===== config.mk =====
export PLATFORM = sky130hd
export DESIGN_NAME = csv_word_to_ascii_pairs
export DESIGN_NICKNAME = d
export VERILOG_FILES = /design/src/hw/rtl/cwa_pkg.sv /design/src/hw/rtl/csv_word_to_ascii_pairs.sv /design/src/hw/rtl/cwa_field_scan.sv /design/src/hw/rtl/cwa_out_buf.sv
export SDC_FILE = /design/constraint.sdc
export NUM_CORES = 1
export LEC_CHECK = 0
export BUFFER_PORTS_ARGS = -buffer_cell sky130_fd_sc_hd__buf_2
export CORE_UTILIZATION = 32
export DETAILED_ROUTE_END_ITERATION = 8
export GPL_TIMING_DRIVEN = 0
export PLACE_DENSITY = 0.52
export SLEW_MARGIN = 5
export SYNTH_ARGS = -nofsm -noshare
export SYNTH_HDL_FRONTEND = slang
export SYNTH_HIERARCHICAL = 1
export SYNTH_SLANG_ARGS = --single-unit

===== constraint.sdc =====
create_clock -name i_clk -period 4.8 [get_ports i_clk]
set_input_delay 0.48 -clock i_clk [delete_from_list [all_inputs] [get_ports i_clk]]
set_output_delay 0.48 -clock i_clk [all_outputs]
set_load 0.02 [all_outputs]

===== src/hw/rtl/cwa_pkg.sv =====
// ----------------------------------------------------------------------------
// cwa_pkg
// shared types and character codes for the csv word to ascii pair converter
// ----------------------------------------------------------------------------
`default_nettype none

package cwa_pkg;

    localparam int unsigned CharW  = 8;
    localparam int unsigned AccumW = 16;

    localparam logic [CharW-1:0] CHAR_NUL     = 8'h00;
    localparam logic [CharW-1:0] CHAR_TAB     = 8'h09;
    localparam logic [CharW-1:0] CHAR_NEWLINE = 8'h0A;
    localparam logic [CharW-1:0] CHAR_VT      = 8'h0B;
    localparam logic [CharW-1:0] CHAR_FF      = 8'h0C;
    localparam logic [CharW-1:0] CHAR_CR      = 8'h0D;
    localparam logic [CharW-1:0] CHAR_SPACE   = 8'h20;
    localparam logic [CharW-1:0] CHAR_PLUS    = 8'h2B;
    localparam logic [CharW-1:0] CHAR_COMMA   = 8'h2C;
    localparam logic [CharW-1:0] CHAR_MINUS   = 8'h2D;
    localparam logic [CharW-1:0] CHAR_ZERO    = 8'h30;
    localparam logic [CharW-1:0] CHAR_NINE    = 8'h39;

    localparam logic [AccumW-1:0] WORD_DROP      = 16'd2560;
    localparam logic [AccumW-1:0] WORD_HIGH_ONLY = 16'd3338;
    localparam logic [AccumW-1:0] ACCUM_MAX      = 16'hFFFF;

    // number scan phases
    localparam logic [1:0] PH_LEAD = 2'd0;
    localparam logic [1:0] PH_NUM  = 2'd1;
    localparam logic [1:0] PH_END  = 2'd2;

    // bytes produced by one input character
    typedef struct packed {
        logic [1:0]       n;
        logic [CharW-1:0] hi;
        logic [CharW-1:0] lo;
    } t_emit;

endpackage : cwa_pkg

`default_nettype wire


===== src/hw/rtl/csv_word_to_ascii_pairs.sv =====
// ----------------------------------------------------------------------------
// csv_word_to_ascii_pairs
// parses comma-separated decimal words from a character stream, emits bytes
// ----------------------------------------------------------------------------
// output: the first result byte is registered and appears in the cycle after its comma request is taken
// throughput: one character per cycle while the sink takes each byte; a character that gives two bytes holds
//   the input until its second byte leaves the buffer
// reset: synchronous active-low i_rst_n clears the line state and the buffer
`default_nettype none

module csv_word_to_ascii_pairs
    import cwa_pkg::*;
(
    input  wire logic             i_clk,
    input  wire logic             i_rst_n,
    input  wire logic             s_axis_tvalid,
    output logic                  s_axis_tready,
    input  wire logic [CharW-1:0] s_axis_tdata,   // [7:0] in_char
    output logic                  m_axis_tvalid,
    input  wire logic             m_axis_tready,
    output logic [CharW-1:0]      m_axis_tdata,   // [7:0] out_byte
    output logic                  m_axis_tlast    // last_of_run
);

    logic  take;
    t_emit emit;

    assign take = s_axis_tvalid && s_axis_tready;

    cwa_field_scan u_scan (
        .i_clk   (i_clk),
        .i_rst_n (i_rst_n),
        .i_take  (take),
        .i_char  (s_axis_tdata),
        .o_emit  (emit)
    );

    cwa_out_buf u_obuf (
        .i_clk       (i_clk),
        .i_rst_n     (i_rst_n),
        .i_push      (take),
        .i_emit      (emit),
        .i_out_ready (m_axis_tready),
        .o_room      (s_axis_tready),
        .o_valid     (m_axis_tvalid),
        .o_byte      (m_axis_tdata),
        .o_last      (m_axis_tlast)
    );

endmodule : csv_word_to_ascii_pairs

`default_nettype wire


===== src/hw/rtl/cwa_field_scan.sv =====
// ----------------------------------------------------------------------------
// cwa_field_scan
// per-character field parser: holds line and number state, decides the bytes
// ----------------------------------------------------------------------------
`default_nettype none

module cwa_field_scan
    import cwa_pkg::*;
(
    input  wire logic             i_clk,
    input  wire logic             i_rst_n,
    input  wire logic             i_take,
    input  wire logic [CharW-1:0] i_char,
    output t_emit                 o_emit
);

    logic              r_past_first, n_past_first;
    logic              r_stopped, n_stopped;
    logic              r_nonempty, n_nonempty;
    logic [1:0]        r_phase, n_phase;
    logic              r_neg, n_neg;
    logic [AccumW-1:0] r_accum, n_accum;

    logic              is_digit;
    logic              is_blank;
    logic              is_sign;
    logic [AccumW+3:0] mac;
    logic [AccumW-1:0] acc_sat;
    logic              emit_ok;

    assign is_digit = (i_char >= CHAR_ZERO) && (i_char <= CHAR_NINE);
    assign is_blank = (i_char == CHAR_SPACE) || (i_char == CHAR_TAB) ||
                      (i_char == CHAR_VT) || (i_char == CHAR_FF) ||
                      (i_char == CHAR_CR);
    assign is_sign  = (i_char == CHAR_PLUS) || (i_char == CHAR_MINUS);

    // acc*10 + digit as two shifts and adds, then saturate
    assign mac = ({4'd0, r_accum} << 3) + ({4'd0, r_accum} << 1) +
                 {{(AccumW+4-4){1'b0}}, i_char[3:0]};
    assign acc_sat = (mac > {4'd0, ACCUM_MAX}) ? ACCUM_MAX : mac[AccumW-1:0];

    assign emit_ok = !r_neg && (r_accum != '0) && (r_accum != WORD_DROP);

    always_comb begin
        n_past_first = r_past_first;
        n_stopped    = r_stopped;
        n_nonempty   = r_nonempty;
        n_phase      = r_phase;
        n_neg        = r_neg;
        n_accum      = r_accum;
        o_emit.n     = 2'd0;
        o_emit.hi    = r_accum[AccumW-1:CharW];
        o_emit.lo    = r_accum[CharW-1:0];

        if (i_char == CHAR_NEWLINE) begin
            n_past_first = 1'b0;
            n_stopped    = 1'b0;
            n_nonempty   = 1'b0;
            n_phase      = PH_LEAD;
            n_neg        = 1'b0;
            n_accum      = '0;
        end else if (r_stopped) begin
            // rest of line ignored
        end else if (i_char == CHAR_NUL || i_char == CHAR_COMMA) begin
            n_nonempty = 1'b0;
            n_phase    = PH_LEAD;
            n_neg      = 1'b0;
            n_accum    = '0;
            if (i_char == CHAR_NUL) begin
                n_stopped = 1'b1;
            end else if (!r_past_first) begin
                n_past_first = 1'b1;
            end else if (!r_nonempty) begin
                n_stopped = 1'b1;
            end else if (emit_ok) begin
                o_emit.n = (r_accum == WORD_HIGH_ONLY) ? 2'd1 : 2'd2;
            end
        end else begin
            n_nonempty = 1'b1;
            case (r_phase)
                PH_LEAD: begin
                    if (is_sign) begin
                        n_neg   = (i_char == CHAR_MINUS);
                        n_phase = PH_NUM;
                    end else if (is_digit) begin
                        n_phase = PH_NUM;
                        n_accum = acc_sat;
                    end else if (!is_blank) begin
                        n_phase = PH_END;
                    end
                end
                PH_NUM: begin
                    if (is_digit) begin
                        n_accum = acc_sat;
                    end else begin
                        n_phase = PH_END;
                    end
                end
                default: begin
                end
            endcase
        end
    end

    always_ff @(posedge i_clk) begin
        if (!i_rst_n) begin
            r_past_first <= 1'b0;
            r_stopped    <= 1'b0;
            r_nonempty   <= 1'b0;
            r_phase      <= PH_LEAD;
            r_neg        <= 1'b0;
            r_accum      <= '0;
        end else if (i_take) begin
            r_past_first <= n_past_first;
            r_stopped    <= n_stopped;
            r_nonempty   <= n_nonempty;
            r_phase      <= n_phase;
            r_neg        <= n_neg;
            r_accum      <= n_accum;
        end
    end

`ifndef SYNTHESIS
    a_emit_only_on_comma: assert property (@(posedge i_clk) disable iff (!i_rst_n)
        (i_take && o_emit.n != 2'd0) |-> (i_char == CHAR_COMMA))
        else $error("bytes emitted on a non-comma character");

    a_newline_clears: assert property (@(posedge i_clk) disable iff (!i_rst_n)
        (i_take && i_char == CHAR_NEWLINE) |=>
            (!r_stopped && !r_past_first && r_accum == '0))
        else $error("line end did not clear the line state");
`endif

endmodule : cwa_field_scan

`default_nettype wire


===== src/hw/rtl/cwa_out_buf.sv =====
// ----------------------------------------------------------------------------
// cwa_out_buf
// two-entry result buffer: holds the bytes of one character and streams them
// ----------------------------------------------------------------------------
`default_nettype none

module cwa_out_buf
    import cwa_pkg::*;
(
    input  wire logic             i_clk,
    input  wire logic             i_rst_n,
    input  wire logic             i_push,
    input  wire t_emit            i_emit,
    input  wire logic             i_out_ready,
    output logic                  o_room,
    output logic                  o_valid,
    output logic [CharW-1:0]      o_byte,
    output logic                  o_last
);

    logic [1:0]       r_cnt, n_cnt;
    logic [CharW-1:0] r_byte0, n_byte0;
    logic [CharW-1:0] r_byte1, n_byte1;
    logic             r_last0, n_last0;
    logic             r_last1, n_last1;
    logic             pop;

    assign pop     = (r_cnt != 2'd0) && i_out_ready;
    // a new request may enter once the buffer drains this cycle
    assign o_room  = (r_cnt == 2'd0) || ((r_cnt == 2'd1) && i_out_ready);
    assign o_valid = (r_cnt != 2'd0);
    assign o_byte  = r_byte0;
    assign o_last  = r_last0;

    always_comb begin
        n_cnt   = r_cnt;
        n_byte0 = r_byte0;
        n_byte1 = r_byte1;
        n_last0 = r_last0;
        n_last1 = r_last1;
        if (i_push) begin
            n_cnt   = i_emit.n;
            n_byte0 = i_emit.hi;
            n_last0 = (i_emit.n == 2'd1);
            n_byte1 = i_emit.lo;
            n_last1 = 1'b1;
        end else if (pop) begin
            n_cnt   = r_cnt - 2'd1;
            n_byte0 = r_byte1;
            n_last0 = r_last1;
        end
    end

    always_ff @(posedge i_clk) begin
        if (!i_rst_n) begin
            r_cnt <= 2'd0;
        end else begin
            r_cnt <= n_cnt;
        end
        r_byte0 <= n_byte0;
        r_byte1 <= n_byte1;
        r_last0 <= n_last0;
        r_last1 <= n_last1;
    end

`ifndef SYNTHESIS
    a_cnt_range: assert property (@(posedge i_clk) disable iff (!i_rst_n)
        r_cnt != 2'd3)
        else $error("result buffer overfilled");

    a_pair_behind: assert property (@(posedge i_clk) disable iff (!i_rst_n)
        (o_valid && !o_last) |-> (r_cnt == 2'd2 && r_last1))
        else $error("non-final byte without its partner queued");

    a_push_count: assert property (@(posedge i_clk) disable iff (!i_rst_n)
        (i_push && i_emit.n == 2'd2) |=> (r_cnt == 2'd2 && !o_last))
        else $error("byte pair not loaded");
`endif

endmodule : cwa_out_buf

`default_nettype wire


==> impl_metrics.py, run 1 <==
metrics = {
    "floorplanning": {
        "num_rows": 34,
        "die_x_um": 97.55,
        "dieArea_sq_mm": 0.009516,
        "initial_utilization_pct": 33.34,
        "io_pins": 23,
        "die_h_um": 97.55,
        "core_area_sq_mm": 0.008763,
    },
    "routing": {
        "drtIter0Drc": 101,
        "wl_um": 6417,
        "route.detailed.drc": 0,
        "wl_per_cell_um": 14.42,
        "routed-via-count": 2423,
        "viasPerCell": 5.445,
        "antenna_left": 0,
        "firstDrtPassIters": 5,
    },
    "synthesis": {
        "synth.distinct_cells": 55,
        "ys_seq_area_share_pct": 33.92,
        "muxShareOfSynthArea_pct": 3.426,
        "ys_async_sr_fraction_pct": 0,
        "yosys.area_share.xor_xnor_pct": 4.797,
        "avgSynthCellArea_sq_um": 9.516,
        "synth_edf_count": 17,
        "synth-adder-area-share_pct": 15.50,
        "syn-num-nets": 354,
        "syn-cell-area_sq_mm": 0.002922,
        "synth_warnings": 6,
        "syn-instance-count": 307,
        "ys.flop_type": "dfxtp_1",
        "synth_top_family_by_area": "compound AO/OA/AOI/OAI gates",
        "ys_ff_latch": 41,
        "synth-simple-area-share_pct": 13.96,
        "synth_compound_area_share_pct": 23.81,
    },
    "placement": {
        "dp.cells": 437,
        "place_congestion": 0.7364,
        "placed_area_sq_mm": 0.003167,
        "hpwlAfterDp_um": 4876,
        "numPortBuffers": 22,
    },
    "global_routing": {
        "overflow": 0,
        "grt_pass1_wl_um": 11010,
        "grt_max_degree": 15,
        "grt.total_usage_pct": 14.12,
        "grt_pass1_vias": 2282,
        "antenna_found_initial": 0,
    },
    "setup_path": {
        "critPathArrivalTime_ps": 3670,
        "critPathSlowestCell": "nor4_4",
        "path_max_fanout": 10,
        "path_cells": "fa_1 > fa_1 > a211oi_1 > o21bai_1 > o2bb2ai_2 > o31ai_1 > xor2_1 > nor4_4 > buf_6 > a31oi_1",
        "crit_path_end_kind": "flop",
        "start_kind": "flop",
        "critPathKind": "flop to flop",
        "required_ps": 4980,
        "cpPeakStageDelay_ps": 560,
        "path_common_cell": "fa_1",
    },
    "layout": {
        "post_route_cells_drive_above_1_share_pct": 15.13,
        "fin_util_pct": 37.05,
        "final_common_cell": "ha_1",
        "antennaDiodeCount": 0,
        "stdcell_count": 445,
        "layout_common_cells": "ha_1 (33), buf_2 (27), dfxtp_1 (24)",
        "multi_input_area_sq_mm": 0.001797,
        "areaGrowthSynthToFinish_pct": 11.13,
        "design_area_sq_mm": 0.003247,
        "nFillCells": 892,
        "seq_area_sq_um": 991.0,
        "layout.nets": 383,
    },
    "run": {
        "cap_violations": 0,
    },
    "clock_network": {
        "clock_path_buffers": 2,
        "clk_latency_ps": 290,
        "post-cts-setup-buffer-count": 0,
        "cts_max_level": 2,
        "cts_tree": "built",
        "cts_resized": 0,
        "clkTransAtPathRegs_ps": 80,
        "cts_buffers": 5,
        "cts_sinks": 41,
        "cts_root_buf": "clkbuf_8",
        "postCtsHoldBufs": 0,
    },
    "sta": {
        "setup_violations": 0,
        "hold_viol": 0,
        "setup_tns_ps": 0,
        "period_share_pct": 72.73,
        "max_slew_margin_pct": 58.95,
        "post-route-min-period_ps": 3491,
        "worst_slew_pin_slew_ps": 615.7,
        "rsz0062_at_grt": "no",
        "maxSlewViolCount": 0,
        "skew_ps": 5.632,
        "max_freq_mhz": 286.5,
    },
    "power": {
        "finalPower_uw": 720.9,
        "power.density_cell_area_mw_per_mm2": 222.0,
        "p_leak_uw": 0.001416,
        "vdd_drop_max_mv": 0.1002,
    },
    "worst_hold_path": {
        "hold_path_class": "flop to flop",
    },
    "status": {
        "status": "finished clean",
    },
}
-- final timing paths --
path                                   startpoint            endpoint  slack [ps]  depth (start not counted)
worst min register to register       u_scan/r_neg        u_scan/r_neg         480                          2
worst max register to register  u_scan/r_accum[2]  u_scan/r_accum[12]        1310                         10
worst max-delay path            u_scan/r_accum[2]  u_scan/r_accum[12]        1310                         10
worst min-delay path                 u_scan/r_neg        u_scan/r_neg         480                          2
-- registers in the layout, summed over array words and instances, names as in the netlist --
signal / flops
u_obuf/o_byte: 8
u_obuf/o_last: 1
u_obuf/r_byte1: 8
u_obuf/r_cnt: 2
u_scan/r_accum: 16
u_scan/r_neg: 1
u_scan/r_nonempty: 1
u_scan/r_past_first: 1
u_scan/r_phase: 2
u_scan/r_stopped: 1
-- worst max-delay path, delay by kind of cell, from the launching register on --
family / cells / cell delay (ps)
AOI/OAI and AO/OA: 5 / 930
xor gates and xnor gates: 1 / 180
adders and majority gates: 2 / 1010
buffers and inverters: 1 / 220
DFF: 1 / 460
and+or+nand+nor: 1 / 560
-- layout make-up --
class	count	area share [%]
buffer	13	2.158
clock buffer	8	2.466
inverter	17	1.965
multi-input combinational	236	55.34
sequential	41	30.52
tap	108	4.162
timing repair buffer	22	3.391
-- per-stage QoR --
stage	worst slack, ps	hold WS, ps
floorplan	1678	436.6
global placement	1178	471.8
detailed placement	1171	469.1
CTS	1328	486.7
global route	1159	496.4
finish	1309	484.2
-- cells in the mapped netlist (6+ instances only) --
| cell type | count | share of area [%] |
|---|---|---|
| mux2_2 | 8 | 3.1 |
| o21ai_1 | 12 | 2.1 |
| a31oi_1 | 9 | 1.9 |
| a22oi_1 | 8 | 2.1 |
| nor2_1 | 10 | 1.3 |
| a21o_1 | 7 | 1.8 |
| clkbuf_1 | 6 | 0.77 |
| a21oi_1 | 16 | 2.7 |
| o21ai_0 | 18 | 3.1 |
| nand2_1 | 22 | 2.8 |
| nand3_1 | 6 | 1.0 |
| ha_1 | 33 | 14 |
| xor2_1 | 8 | 2.4 |
| dfxtp_1 | 24 | 16 |
| nor4_1 | 7 | 1.5 |
| inv_1 | 17 | 2.2 |
| edfxtp_1 | 17 | 17 |
| xnor2_1 | 8 | 2.4 |
-- power breakdown --
group	switching (uW)	internal [uW]
Combinational	67.5	41.8
Clock	114	103
Sequential	7.76	386
-- layer usage --
layer	part of all wire, %	GRT usage [%]	up-vias
met5	0	0	-
met4	1.1	3.846	0
met2	46	22.49	36
met1	50	19.72	1164
met3	3.5	2.302	7
li1	-	-	1216
-- kinds of logic after synthesis --
group	count (synthesis)
compound gates	103
xor+xnor	16
fa+ha+maj	35
buf+inv	30
flops	41
mux	9
simple gates	73
Power figures use the tool's default switching activity.
==> run 2: changes to the inputs <==
clock period = 3.4 ns   (was 4.8 ns; I/O delays follow)
==> run 2 against run 1 <==
Net effect: sequential power increased by 41%; clock power up 42%; cell count grew 0.45%; wire length is 0.53% higher; critical path type unchanged.
==> impl_metrics.py, run 2 (synthesis results as in run 1) <==
metrics = {
    "clock_network": {
        "clock_path_buffers": 2,
        "cts_sinks": 41,
        "postCtsHoldBufs": 0,
        "cts_root_buf": "clkbuf_8",
        "clk_latency_ps": 300,
        "cts_tree": "built",
        "clkTransAtPathRegs_ps": 80,
        "cts_buffers": 5,
        "cts_max_level": 2,
    },
    "sta": {
        "setup_violations": 0,
        "post-route-min-period_ps": 3264,
        "max_slew_margin_pct": 58.84,
        "hold_viol": 0,
        "worst_slew_pin_slew_ps": 617.4,
        "max_freq_mhz": 306.4,
        "skew_ps": 6.680,
        "rsz0062_at_grt": "no",
        "holdWs_ps": 357.8,
        "period_share_pct": 96.00,
        "maxSlewViolCount": 0,
    },
    "placement": {
        "hpwlAfterDp_um": 4876,
        "numPortBuffers": 22,
        "dp.cells": 437,
        "placed_area_sq_mm": 0.003167,
        "place_congestion": 0.7364,
    },
    "setup_path": {
        "path_depth": 10,
        "worstReg2RegEnd": "u_scan/r_accum[9]",
        "start_kind": "flop",
        "path_cells": "fa_1 > fa_1 > a211oi_1 > o21bai_1 > o2bb2ai_2 > o31ai_1 > xor2_1 > nor4_4 > buf_4 > o21ai_1",
        "critPathKind": "flop to flop",
        "reg2reg_setup_slack_ps": 140,
        "crit_start": "u_scan/r_accum[2]",
        "crit_end": "u_scan/r_accum[9]",
        "critPathSlowestCell": "fa_1",
        "required_ps": 3570,
        "timing.rr.start": "u_scan/r_accum[2]",
        "path_common_cell": "fa_1",
        "reg2regPathDepth": 10,
        "critPathArrivalTime_ps": 3430,
        "path_max_fanout": 5,
        "crit_path_end_kind": "flop",
        "path_delay_family": "adder cells",
        "cpPeakStageDelay_ps": 510,
        "worst-path-buf-inv": 1,
    },
    "global_routing": {
        "grt_pass1_wl_um": 11010,
        "grt_max_degree": 15,
        "antenna_found_initial": 0,
        "grt_pass1_vias": 2288,
        "grt.total_usage_pct": 14.11,
        "overflow": 0,
    },
    "layout": {
        "design_area_sq_mm": 0.003262,
        "layout_common_cells": "ha_1 (33), buf_2 (27), dfxtp_1 (24)",
        "multi_input_area_sq_mm": 0.001797,
        "areaGrowthSynthToFinish_pct": 11.65,
        "largest_register_ffs": 16,
        "layout.nets": 385,
        "regMostFlops": "u_scan/r_accum",
        "post_route_cells_drive_above_1_share_pct": 15.63,
        "final_common_cell": "ha_1",
        "nFillCells": 890,
        "stdcell_count": 447,
        "seq_area_sq_um": 991.0,
        "antennaDiodeCount": 0,
    },
    "floorplanning": {
        "die_h_um": 97.55,
        "io_pins": 23,
        "initial_utilization_pct": 33.34,
        "core_area_sq_mm": 0.008763,
        "dieArea_sq_mm": 0.009516,
        "num_rows": 34,
        "die_x_um": 97.55,
    },
    "routing": {
        "drtIter0Drc": 108,
        "routed-via-count": 2435,
        "viasPerCell": 5.447,
        "firstDrtPassIters": 5,
        "route.detailed.drc": 0,
        "wl_per_cell_um": 14.43,
        "antenna_left": 0,
        "wl_um": 6451,
    },
    "power": {
        "vdd_drop_max_mv": 0.1411,
        "power.density_cell_area_mw_per_mm2": 312.3,
        "p_leak_uw": 0.001425,
    },
    "status": {
        "status": "finished clean",
    },
    "run": {
        "cap_violations": 0,
    },
    "worst_hold_path": {
        "hold_path_class": "primary input to flop",
        "min_from": "s_axis_tdata[0]",
    },
}
[run 2: changes by cell type in the layout (fill, tap and decap cells not counted)]
cell / delta
buf_4: +2
[run 2: how the worst min path moves through the flow]
stage,cells past startpoint,endpoint,slack (ps)
floorplan,2,u_scan/r_past_first,440
global placement,2,u_scan/r_past_first,470
detailed placement,2,u_scan/r_past_first,470
CTS,3,u_scan/r_accum[0],360
global route,3,u_scan/r_accum[0],360
finish,3,u_scan/r_accum[0],360
[run 2: layout make-up]
cell class                 instances  share of cell area (%)
buffer                            13                   2.148
clock buffer                       8                   2.455
sequential                        41                   30.38
multi-input combinational        236                   55.08
tap                              108                   4.143
timing repair buffer              24                   3.836
inverter                          17                   1.956
[run 2: metal layers]
| layer | track usage [%] | wire length [um] | vias to the layer above |
|---|---|---|---|
| met5 | 0 | 0 | - |
| met4 | 3.846 | 71 | 0 |
| met2 | 22.43 | 2942 | 52 |
| met3 | 2.302 | 274 | 7 |
| met1 | 19.72 | 3162 | 1151 |
| li1 | - | - | 1225 |
[run 2: report_power, final]
group,switching (uW),internal (uW)
Combinational,95.5,59.1
Clock,162,146
Sequential,11.0,545
[run 2: tightest hold or removal path, delay by kind of cell]
kind | cells | cell delay, ps
buf+inv | 2 | 210
compound gates | 1 | 60
[run 2: stage by stage]
step / utilization [%] / setup WS, ps / setup TNS (ps) / power [uW]
5_1_grt: 37.22 / 0.1199 / 0 / 1070
4_1_cts: 37.14 / 83.98 / 0 / 1027
6_report: 37.22 / 136.2 / 0 / 1019
3_3_place_gp: 36.14 / -82.36 / -772.0 / 719.8
2_1_floorplan: - / 418.5 / 0 / 675.3
3_5_place_dp: 36.14 / -89.35 / -846.8 / 723.5
[run 2: repair_timing]
item | 4_1_cts | 5_1_grt
setup buffers | 1 | 1
pin swaps | 1 | 1
gates resized for setup | 0 | 0
setup endpoints to repair | 10 | 15
cloned | 0 | 0
